**config.mk**
```make
export PLATFORM = sky130hd
export DESIGN_NAME = nllm_cell
export DESIGN_NICKNAME = d
export VERILOG_FILES = /design/src/rtl/nllm_pkg.sv /design/src/rtl/nllm_cell.sv
export SDC_FILE = /design/constraint.sdc
export NUM_CORES = 1
export LEC_CHECK = 0
export BUFFER_PORTS_ARGS = -buffer_cell sky130_fd_sc_hd__buf_2
export CORE_MARGIN = 3
export CORE_UTILIZATION = 35
export DETAILED_ROUTE_END_ITERATION = 10
export PLACE_DENSITY = 0.62
export SETUP_SLACK_MARGIN = 0.1
export SYNTH_ARGS = -nofsm -noshare
export SYNTH_HDL_FRONTEND = slang
export SYNTH_SLANG_ARGS = --single-unit
```
**constraint.sdc**
```tcl
create_clock -name clk_i -period 5.01 [get_ports clk_i]
set_input_delay 1.2525 -clock clk_i [delete_from_list [all_inputs] [get_ports clk_i]]
set_output_delay 1.2525 -clock clk_i [all_outputs]
set_load 0.03 [all_outputs]
```
**src/rtl/nllm_pkg.sv**
```systemverilog
// Shared types and constants for the node liveness indicator monitor.
package nllm_pkg;

  localparam int NodeCountDef = 16;
  localparam int TimeBitsDef  = 48;
  localparam int LedW         = 16;
  localparam int NowW         = 48;
  localparam int TimeoutW     = 32;

  localparam logic [TimeoutW-1:0] TimeoutRst = 32'd30000000;
  localparam logic [7:0]          MinMsgLen  = 8'd2;

  localparam logic [1:0] KindStatus   = 2'd0;
  localparam logic [1:0] KindTick     = 2'd1;
  localparam logic [1:0] KindProvDone = 2'd2;
  localparam logic [1:0] KindProvRst  = 2'd3;

  localparam logic [1:0] ModeOff   = 2'd0;
  localparam logic [1:0] ModeSolid = 2'd1;
  localparam logic [1:0] ModeBlink = 2'd2;

  typedef struct packed {
    logic            valid;
    logic [1:0]      kind;
    logic [7:0]      idx;
    logic            alarm;
    logic            prov;
    logic            ignored;
    logic [LedW-1:0] green;
    logic [LedW-1:0] red;
    logic [LedW-1:0] heard;
    logic [LedW-1:0] tmo;
  } nllm_req_t;

endpackage

```
**src/rtl/nllm_cell.sv**
```systemverilog
// One node cell: holds the node state, applies the passing request, hands it on.
module nllm_cell
  import nllm_pkg::*;
#(
  parameter int IDX       = 0,
  parameter int TIME_BITS = TimeBitsDef
) (
  input  logic                 clk_i,
  input  logic                 rst_ni,
  input  logic                 adv_i,
  input  logic [TimeoutW-1:0]  timeout_i,
  input  nllm_req_t            req_i,
  input  logic [TIME_BITS-1:0] now_i,
  output nllm_req_t            req_o,
  output logic [TIME_BITS-1:0] now_o
);

  logic [1:0]           mode_q, mode_d;
  logic                 green_q, green_d;
  logic                 red_q, red_d;
  logic                 heard_q, heard_d;
  logic [TIME_BITS-1:0] stamp_q, stamp_d;
  logic                 tmo_d;
  logic [TIME_BITS-1:0] elapsed;
  logic                 expired;
  nllm_req_t            req_q, req_d;
  logic [TIME_BITS-1:0] now_q;

  assign elapsed = now_i - stamp_q;
  assign expired = (stamp_q != '0) && (elapsed > TIME_BITS'(timeout_i));

  always_comb begin
    mode_d  = mode_q;
    green_d = green_q;
    red_d   = red_q;
    heard_d = heard_q;
    stamp_d = stamp_q;
    tmo_d   = 1'b0;
    case (req_i.kind)
      KindStatus: begin
        if (!req_i.ignored && (req_i.idx == 8'(IDX))) begin
          heard_d = 1'b1;
          red_d   = req_i.alarm;
          stamp_d = now_i;
          mode_d  = ModeBlink;
        end
      end
      KindTick: begin
        if (req_i.prov) begin
          case (mode_q)
            ModeBlink: begin
              if (expired) begin
                mode_d  = ModeSolid;
                green_d = 1'b1;
                tmo_d   = 1'b1;
              end else begin
                green_d = ~green_q;
              end
            end
            ModeSolid: green_d = 1'b1;
            default:   green_d = 1'b0;
          endcase
        end
      end
      KindProvDone: begin
        mode_d  = ModeSolid;
        green_d = 1'b1;
        stamp_d = '0;
      end
      default: begin
        mode_d  = ModeOff;
        green_d = 1'b0;
        red_d   = 1'b0;
        heard_d = 1'b0;
        stamp_d = '0;
      end
    endcase
  end

  always_comb begin
    req_d            = req_i;
    req_d.green[IDX] = green_d;
    req_d.red[IDX]   = red_d;
    req_d.heard[IDX] = heard_d;
    req_d.tmo[IDX]   = tmo_d;
  end

  always_ff @(posedge clk_i or negedge rst_ni) begin
    if (!rst_ni) begin
      mode_q  <= ModeOff;
      green_q <= 1'b0;
      red_q   <= 1'b0;
      heard_q <= 1'b0;
      stamp_q <= '0;
    end else if (adv_i && req_i.valid) begin
      mode_q  <= mode_d;
      green_q <= green_d;
      red_q   <= red_d;
      heard_q <= heard_d;
      stamp_q <= stamp_d;
    end
  end

  always_ff @(posedge clk_i or negedge rst_ni) begin
    if (!rst_ni) begin
      req_q <= '0;
      now_q <= '0;
    end else if (adv_i) begin
      req_q <= req_d;
      now_q <= now_i;
    end
  end

  assign req_o = req_q;
  assign now_o = now_q;

endmodule

```
Word level (Yosys, flattened, before mapping)
Index checks and enable logic that the tools add are counted.
{ "word_totals": {"regBits": 179, "inputBits": 161, "out_inout_bits": 126, "word_cells": 57} }
{ "op_classes": {"add_sub_neg": 1, "magnitude_cmp": 1, "eq_ne": 8, "mux": 19, "bitwise": 2, "n_reduce_logical": 10} }
{ "op_table": {"columns": ["cell", "count"], "rows": [
  ["case mux 48 bit (2 select lines)", 1],
  ["greater-than comparator 48 x 32 -> 1 bit", 1],
  ["2-to-1 mux 48 bit", 1],
  ["nonzero test 48 bit", 1],
  ["subtractor 48 bit", 1],
  ["logical NOT 8 bit", 1],
  ["2-to-1 mux 1 bit", 8],
  ["2-to-1 mux 2 bit", 4],
  ["!= test 2 bit, second input constant", 4],
  ["case mux 1 bit (2 select lines)", 3],
  ["case mux 2 bit (3 select lines)", 1],
  ["AND reduction 5 bit", 1],
  ["== test 2 x 1 -> 1 bit, second input constant", 2],
  ["== test 2 bit, second input constant", 2],
  ["logical AND 1 bit", 3],
  ["case mux 1 bit (3 select lines)", 1],
  ["AND reduction 3 bit", 1],
  ["logical NOT 2 bit", 1],
  ["inverter 1 bit", 2],
  ["OR reduction 2 bit", 1],
  ["logical NOT 1 bit", 1]
]} }

Depth between registers and ports, before layout
Gate-level depths: netlist of run 1.
{ "depth": {"depth_word": 7, "ltp_mapped": 23, "mapped_depth_nobuf": 23} }

Worst setup path after synthesis of run 1
No wires, ideal clock.
{ "synth_path": {"path_kind": "in2reg", "start": "input port now_i[0]", "end": "register mode_q[0]", "setup_ps": 132, "arrival_time_ps": 5146, "t_required_ps": 4878, "path_slack_ps": -268, "cell_stages": 22, "n_path_buf": 0, "path_cell_list": "inv_1 ha_1 inv_1 fa_1 nand3_1 a211oi_1 a211oi_2 o21ai_0 a21o_1 a21oi_1 xnor2_1 ha_1 nand4_1 nor3_1 a221oi_1 o21a_1 o211ai_1 nor3_1 o2111ai_1 or4b_4 o41ai_4 o22ai_1"} }
{ "synth_between": {"elab_chain_cells": 5} }
{ "synth_lines": {"columns": ["item", "line_no", "text"], "rows": [
  ["start: declaration", "nllm_cell.sv:13", "input logic [TIME_BITS-1:0] now_i,"],
  ["subtractor 48 bit", "nllm_cell.sv:29", "assign elapsed = now_i - stamp_q;"],
  ["greater-than comparator 48 x 32 -> 1 bit", "nllm_cell.sv:30", "assign expired = (stamp_q != '0) && (elapsed > TIME_BITS'(timeout_i));"],
  ["logical AND 1 bit", "nllm_cell.sv:30", null],
  ["!= test 2 bit (no source line)", null, null],
  ["AND reduction 5 bit (no source line)", null, null],
  ["end signal: assignment", "nllm_cell.sv:90", "mode_q <= ModeOff;"],
  ["end signal: assignment", "nllm_cell.sv:96", "mode_q <= mode_d;"],
  ["end: declaration", "nllm_cell.sv:18", "logic [1:0] mode_q, mode_d;"]
]} }
No other way between the ends.
A chain may end at the register's enable or synchronous reset.

Worst setup path after layout of run 1
{ "layout_path": {"start": "input port now_i[2]", "end": "register mode_q[0]"} }
The elaborated chain is that of the path after synthesis.

==> results of run 1 <==
## layout make-up
type                       count  area share [%]
clock buffer                  22            2.88
antenna                        2          0.0325
clock inverter                10           0.504
multi-input combinational    875            43.6
inverter                      98            2.47
timing repair buffer         457            18.2
tap                          402            3.27
sequential                   179            29.1
## repair_timing
item | CTS | global route
resized for setup | 35 | 41
hold buffers | 0 | 0
pin swaps | 24 | 14
buffers inserted | 10 | 5
setup endpoints to repair | 5 | 5
## sequential cells by signal, summed over array words and instances (netlist names)
signal,cells
req_o,78
red_q,1
mode_q,2
heard_q,1
green_q,1
stamp_q,48
now_o,48
## layout by cell type (no fill, tap or decap), types with 4 or more instances in the layout
cell        count
clkbuf_16      17
clkinvlp_4      7
nand3_1        13
nand2_1       169
o211ai_1       13
o21ai_2         6
a22oi_1         5
a31oi_1         7
xnor2_1        16
a21oi_1        63
dfrtp_1       179
nand2_2         4
buf_6           6
clkbuf_1        5
nand4_1        33
a21boi_0        4
nor4_1         17
nor2_1         44
and2_1          6
o21bai_1        5
xor2_1         18
o21ai_1         8
nor3_2          4
a21o_1          9
a21oi_2        18
a211oi_1       11
mux2_2        124
mux2i_1         5
o21a_1          4
o21ai_0        84
ha_1           69
nor3_1         12
buf_4         175
ha_4           15
buf_2         273
inv_1          96
## metal layers
layer | wire [um] | global-route usage (%) | share of wire (%)
met3 | 2280 | 5.47 | 6.6
met4 | 607 | 5.60 | 1.8
met1 | 15800 | 26.3 | 46
met5 | 0 | 0 | 0
met2 | 16000 | 32.3 | 46
## cell usage after synthesis, types with 3 or more instances
| library cell | n | area share (%) |
|---|---|---|
| dfrtp_1 | 179 | 40 |
| and2_1 | 6 | 0.33 |
| buf_6 | 3 | 0.30 |
| xnor2_1 | 18 | 1.4 |
| xor2_1 | 18 | 1.4 |
| inv_1 | 98 | 3.3 |
| nor3_1 | 16 | 0.71 |
| nand4_1 | 33 | 1.8 |
| a31oi_1 | 8 | 0.44 |
| o211ai_1 | 13 | 0.86 |
| nor2_1 | 46 | 1.5 |
| a21boi_0 | 6 | 0.40 |
| a21o_1 | 9 | 0.60 |
| o21ai_0 | 92 | 4.1 |
| and4_1 | 4 | 0.31 |
| ha_1 | 86 | 9.5 |
| o21bai_1 | 5 | 0.33 |
| nor4_1 | 17 | 0.94 |
| nand3_1 | 14 | 0.62 |
| a22oi_1 | 5 | 0.33 |
| a21oi_1 | 78 | 3.5 |
| or4_1 | 3 | 0.20 |
| a21oi_2 | 4 | 0.31 |
| o32ai_1 | 3 | 0.23 |
| o2111ai_1 | 5 | 0.39 |
| o22ai_1 | 4 | 0.22 |
| nor2b_1 | 3 | 0.17 |
| and3_1 | 3 | 0.17 |
| o21a_1 | 4 | 0.27 |
| mux2i_1 | 5 | 0.44 |
| or3_1 | 4 | 0.22 |
| buf_2 | 15 | 0.66 |
| a211oi_1 | 13 | 0.86 |
| o31ai_1 | 3 | 0.20 |
| mux2_2 | 124 | 12 |
| o21ai_1 | 6 | 0.27 |
| clkbuf_1 | 30 | 1.0 |
| nand2_1 | 173 | 5.7 |
## stage by stage
step | area, um2 | util [%] | total power, mW
2_1_floorplan | 11500 | - | 2.76
3_3_place_gp | 14400 | 45.3 | 3.43
6_report | 15400 | 48.6 | 4.78
5_1_grt | 15400 | 48.6 | 5.08
4_1_cts | 15200 | 47.9 | 4.78
3_5_place_dp | 14400 | 45.3 | 3.46
## path summary, 6_finish.rpt
check,startpoint,cells past startpoint,end,slack (ps)
setup / recovery,now_i[2],22,mode_q[0],-200
hold / removal,now_o[31],1,now_o[31],500
setup reg to reg,stamp_q[2],22,mode_q[0],240
hold reg to reg,now_o[31],1,now_o[31],500
max in group asynchronous,rst_ni,2,req_o[39],3310
min in group asynchronous,rst_ni,1,req_o[47],600
## power by group through the flow
stage	Clock [mW]	Combinational [mW]	Sequential [mW]
2_1_floorplan	0	0.869	1.89
3_3_place_gp	0	1.74	1.69
3_5_place_dp	0	1.76	1.70
4_1_cts	1.27	1.84	1.67
5_1_grt	1.32	2.06	1.69
6_report	1.22	1.89	1.67
## cells by family after synthesis
kind of cell | Yosys count | synth area share (%)
compound gates | 288 | 16.1
xor+xnor | 36 | 2.79
fa+ha+maj | 87 | 9.69
buf+inv | 149 | 5.32
flops | 179 | 39.6
mux | 129 | 12.8
simple gates | 335 | 13.8
==> metrics.md, run 1 <==
| Metric | Value |
|---|---|
| Status | `finished with violations` |
| Failing checks | `negative setup slack` |
| Initial antenna violation count | `2` |
| Clock share of power | `25.5%` |
| Power Internal | `3.04 mW` |
| Setup Skew | `11.5 ps` |
| Total I/O pin count | `287` |
| Clk root buf | `clkbuf_16` |
| Final min period | `5210 ps` |
| Multi-input gate area | `0.00671 mm2` |
| Post-DRT Antenna Nets | `0` |
| Sw Share | `36.4%` |
| Final setup fails | `5` |
| Share of cells above drive strength 1 | `42.7%` |
| Largest net degree at the start of global routing | `101` |
| Fin Hold WS | `501 ps` |
| CTS Sinks | `179` |
| Core ar. | `0.0317 mm2` |
| Drt via density | `5.10` |
| RSZ-0062 raised after global routing | `yes` |
| Logic gate share of total power | `39.5%` |
| CP cell instances | `buf_8 -> ha_4 -> nand3b_1 -> a211oi_4 -> buf_4 -> buf_4 -> o2111ai_2 -> o211ai_4 -> buf_4 -> xor2_1 -> ha_1 -> a21oi_1 -> o21ai_1 -> a221oi_2 -> o21a_1 -> o211ai_1 -> nor3_2 -> buf_4 -> o2111ai_2 -> or4b_4 -> o41ai_4 -> o22ai_1` |
| Final-report hold violation count | `0` |
| Die ar. | `0.0345 mm2` |
| Drt total wl | `34.7 mm` |
| Max_slew headroom | `29.1%` |
| Placement Setup Slack | `-937 ps` |
| Placed Cells | `1996` |
| Clk slew on worst S/H paths | `70 ps` |
| CP Capture Type | `flop` |
| Hold Crit Class | `reg -> reg` |
| Yosys reg bits | `179` |
| Max-slew violations | `0` |
| Die Ht | `186 um` |
| Cell Pwr Density | `310 mW/mm2` |
| Crit Path Max Fanout | `4` |
| Setup CP Type | `in -> reg` |
| Clk buf depth | `2` |
| Ys async rst share | `100%` |
| Startpoint types | `input pin` |
| Netlist cell types | `77` |
| Clk Latency, worst-skew pair | `440 ps` |
| CP required | `5320 ps` |
| Cell row count | `65` |
| Yosys Warn Count | `0` |
| DRC errors left | `0` |
| H-tree depth | `4` |
| DP HPWL | `27.5 mm` |
| First-pass GRT wire length | `54.4 mm` |
| DR WL/cell | `16.9 um` |
| Number of port buffers | `282` |
| GRT overflow | `0` |
| Number of synthesized flops with an enable pin | `0` |
| Measured slew at the worst slew-check pin | `1050 ps` |
| CP bufs+invs | `5` |
| CP dominant cell by count | `buf_4` |
| Syn Nets | `1451` |
| Crit-path slowest cell | `or4b_4` |
| Switching power | `1.74 mW` |
| FF+latch area | `0.00448 mm2` |
| Leakage power | `7.06 nW` |
| Initial core utilization | `35.7%` |
| Non-Filler Instances | `2045` |
| Vias in the first global route | `10400` |
| Total CTS buffers | `17` |
| Filler Cell Count | `3035` |
| Seq/Total Area, Yosys | `39.6%` |
| Total negative setup slack | `-765 ps` |
| Placer Congestion | `0.923` |
| Max Cap Viol | `0` |
| Period utilization | `104%` |
| Fin nets | `1876` |
| Crit-path max cell delay | `560 ps` |
| Mean Syn Cell Area | `9.41 um2` |
| Drt pass-1 iters | `5` |
| Maximum vdd drop | `0.000276 V` |
| Top delay family on crit path | `compound AO/OA/AOI/OAI gates` |
| Max Fclk | `192 MHz` |
| WP data arrival | `5530 ps` |
| Sequential share of power | `35.0%` |
| Syn Inst Count | `1203` |
| Mapped Area | `0.0113 mm2` |
| Initial DRC count | `561` |
| Setup ws final | `-202 ps` |
| CTS tree | `yes` |
| Layout area overhead | `36.1%` |
| Total Routing Usage GR | `19.9%` |
| DR vias | `10400` |
| Die X | `186 um` |
| Main synth FF type | `dfrtp_1` |
Power figures use the tool's default switching activity.
==> run 2: changes to the inputs <==
--- a/config.mk
+++ b/config.mk
@@ -7,9 +7,9 @@
 export LEC_CHECK = 0
 export BUFFER_PORTS_ARGS = -buffer_cell sky130_fd_sc_hd__buf_2
 export CORE_MARGIN = 3
-export CORE_UTILIZATION = 35
+export CORE_UTILIZATION = 25
 export DETAILED_ROUTE_END_ITERATION = 10
-export PLACE_DENSITY = 0.62
+export PLACE_DENSITY = 0.49
 export SETUP_SLACK_MARGIN = 0.1
 export SYNTH_ARGS = -nofsm -noshare
 export SYNTH_HDL_FRONTEND = slang
==> run 2 against run 1 <==
  * The flow still finishes with violations (negative setup slack)
  * Via count is 1.2% lower
  * Clock power is 12% higher
  * Critical path depth is 1 lower
  * Clock skew is 4.5 ps lower
  * Critical path type unchanged
  * Critical endpoint is now mode_q[1]
  * Largest cell class unchanged
  * Largest power group unchanged
==> metrics.md, run 2 (synthesized netlist as in run 1, its figures left out) <==
| Metric | Value |
|---|---|
| Status | `finished with violations (unchanged)` |
| Failing checks | `negative setup slack (unchanged)` |
| Die Ht | `219 um (was 186 um)` |
| Crit-path max cell delay | `590 ps (was 560 ps)` |
| Multi-input gate area | `0.00666 mm2 (was 0.00671 mm2)` |
| CTS Sinks | `179 (unchanged)` |
| Initial DRC count | `400 (was 561)` |
| Max-slew violations | `0 (unchanged)` |
| Clk root buf | `clkbuf_16 (unchanged)` |
| DP HPWL | `30.7 mm (was 27.5 mm)` |
| Worst R2R Path Depth | `21 (was 22)` |
| Cell row count | `77 (was 65)` |
| Max reg flops | `78 (unchanged)` |
| Total CTS buffers | `17 (unchanged)` |
| DRC errors left | `0 (unchanged)` |
| Max Cap Viol | `0 (unchanged)` |
| Measured slew at the worst slew-check pin | `1030 ps (was 1050 ps)` |
| Final Util | `35.2% (was 48.6%)` |
| First-pass GRT wire length | `59.5 mm (was 54.4 mm)` |
| FF+latch area | `0.00448 mm2 (unchanged)` |
| Filler Cell Count | `4681 (was 3035)` |
| Cell Pwr Density | `315 mW/mm2 (was 310 mW/mm2)` |
| WP data arrival | `5570 ps (was 5530 ps)` |
| Share of cells above drive strength 1 | `43.0% (was 42.7%)` |
| DR vias | `10300 (was 10400)` |
| Final-report hold violation count | `0 (unchanged)` |
| Hold EP | `now_o[3] (was now_o[31])` |
| Vias in the first global route | `10600 (was 10400)` |
| Post-DRT Antenna Nets | `0 (unchanged)` |
| Leakage power | `7.11 nW (was 7.06 nW)` |
| Fin nets | `1880 (was 1876)` |
| Top delay family on crit path | `compound AO/OA/AOI/OAI gates (unchanged)` |
| Crit-path slowest cell | `or4b_4 (unchanged)` |
| CP cell instances | `buf_2 -> ha_4 -> nand4_1 -> a211oi_2 -> nor2_2 -> nand2_2 -> a21oi_2 -> o21bai_2 -> xor2_1 -> ha_1 -> and4_1 -> a311o_1 -> o31ai_2 -> buf_4 -> o2111ai_2 -> nor3_2 -> buf_4 -> o2111ai_2 -> or4b_4 -> o41ai_4 -> o22ai_1 (was buf_8 -> ha_4 -> nand3b_1 -> a211oi_4 -> buf_4 -> buf_4 -> o2111ai_2 -> o211ai_4 -> buf_4 -> xor2_1 -> ha_1 -> a21oi_1 -> o21ai_1 -> a221oi_2 -> o21a_1 -> o211ai_1 -> nor3_2 -> buf_4 -> o2111ai_2 -> or4b_4 -> o41ai_4 -> o22ai_1)` |
| Max_slew headroom | `30.4% (was 29.1%)` |
| Reg-to-Reg End | `mode_q[1] (was mode_q[0])` |
| Crit Path Max Fanout | `4 (unchanged)` |
| DR WL/cell | `17.0 um (was 16.9 um)` |
| Number of port buffers | `282 (unchanged)` |
| Die X | `219 um (was 186 um)` |
| GRT overflow | `0 (unchanged)` |
| Hold Crit Depth | `1 (unchanged)` |
| R2r setup slk | `250 ps (was 240 ps)` |
| Clk buf depth | `2 (unchanged)` |
| Clk slew on worst S/H paths | `70 ps (about the same)` |
| Setup CP Type | `in -> reg (unchanged)` |
| Setup Skew | `6.96 ps (was 11.5 ps)` |
| Cell area after layout | `0.0157 mm2 (was 0.0154 mm2)` |
| Placement Setup Slack | `-969 ps (was -937 ps)` |
| Placer Congestion | `0.883 (was 0.923)` |
| Total Routing Usage GR | `16.3% (was 19.9%)` |
| Initial core utilization | `25.4% (was 35.7%)` |
| Drt pass-1 iters | `5 (unchanged)` |
| CTS tree | `yes (unchanged)` |
| Final setup fails | `5 (unchanged)` |
| CP required | `5360 ps (was 5320 ps)` |
| Commonest non-fill, non-tap cell in the layout | `buf_2 (unchanged)` |
| CP Capture Type | `flop (unchanged)` |
| Drt total wl | `38.1 mm (was 34.7 mm)` |
| Maximum vdd drop | `0.000266 V (was 0.000276 V)` |
| Startpoint of the worst hold path | `now_o[3] (was now_o[31])` |
| Total I/O pin count | `287 (unchanged)` |
| Initial antenna violation count | `1 (was 2)` |
| Overall power | `4.92 mW (was 4.78 mW)` |
| Setup ws final | `-208 ps (was -202 ps)` |
| Final min period | `5220 ps (was 5210 ps)` |
| Period utilization | `104% (about the same)` |
| H-tree depth | `4 (unchanged)` |
| Startpoint types | `input pin (unchanged)` |
| N_diodes | `0 (was 2)` |
| Hold Crit Class | `reg -> reg (unchanged)` |
| Max Fclk | `192 MHz (about the same)` |
| Cell Area, Placed | `0.0147 mm2 (was 0.0144 mm2)` |
| CP bufs+invs | `3 (was 5)` |
| Largest net degree at the start of global routing | `78 (was 101)` |
| FF-to-FF Start | `stamp_q[4] (was stamp_q[2])` |
| Die ar. | `0.0478 mm2 (was 0.0345 mm2)` |
| Layout area overhead | `38.4% (was 36.1%)` |
| Core ar. | `0.0445 mm2 (was 0.0317 mm2)` |
| Total negative setup slack | `-768 ps (was -765 ps)` |
| Drt via density | `4.60 (was 5.10)` |
| RSZ-0062 raised after global routing | `yes (unchanged)` |
| Most frequent cells in the layout | `buf_2 (279), dfrtp_1 (179), buf_4 (177) (was buf_2 (273), dfrtp_1 (179), buf_4 (175))` |
| Clk Latency, worst-skew pair | `470 ps (was 440 ps)` |
run 2: final cells by class:
cell class,count,area share [%]
Tap cell,592,4.73
Clock buffer,20,2.98
Sequential cell,179,28.6
Multi-Input combinational cell,875,42.5
Timing Repair Buffer,461,18.0
Clock inverter,12,0.767
Inverter,98,2.43
run 2: what timing repair did:
item / in CTS / in global routing
endpoints found under the hold margin: 0 / 0
gates resized for setup: 30 / 25
endpoints found under the setup margin: 5 / 5
buffers inserted: 9 / 2
pin swaps: 11 / 8
hold buffers: 0 / 0
run 2: report_power, final:
| group | leakage (nW) | internal (mW) | switching (mW) |
|---|---|---|---|
| Sequential | 2.20 | 1.59 | 0.0866 |
| Clock | 0.278 | 0.732 | 0.639 |
| Combinational | 4.63 | 0.804 | 1.08 |
| Total | 7.11 | 3.12 | 1.80 |
run 2: stage by stage:
step	hold WS (ps)	instances
global route	512	2237
detailed placement	489	2194
floorplan	470	1203
finish	501	2237
global placement	484	2194
CTS	506	2235
run 2: metal layers:
| layer | vias up | global-route usage [%] | part of all wire, % |
|---|---|---|---|
| met5 | - | 0 | 0.034 |
| met4 | 2 | 5.01 | 2.1 |
| met3 | 31 | 5.08 | 6.3 |
| met2 | 290 | 26.0 | 46 |
| met1 | 4816 | 21.0 | 46 |
| li1 | 5158 | - | - |
run 2: worst max-delay path by stage:
stage | from | end | slack, ps | depth (start not counted)
after CTS | now_i[0] | mode_q[1] | -130 | 25
after detailed placement | now_i[0] | req_o[48] | -970 | 25
after floorplan | now_i[0] | mode_q[0] | -20 | 22
after global placement | now_i[0] | req_o[48] | -920 | 25
final | now_i[4] | mode_q[1] | -210 | 21
after global routing | now_i[4] | mode_q[0] | -460 | 23
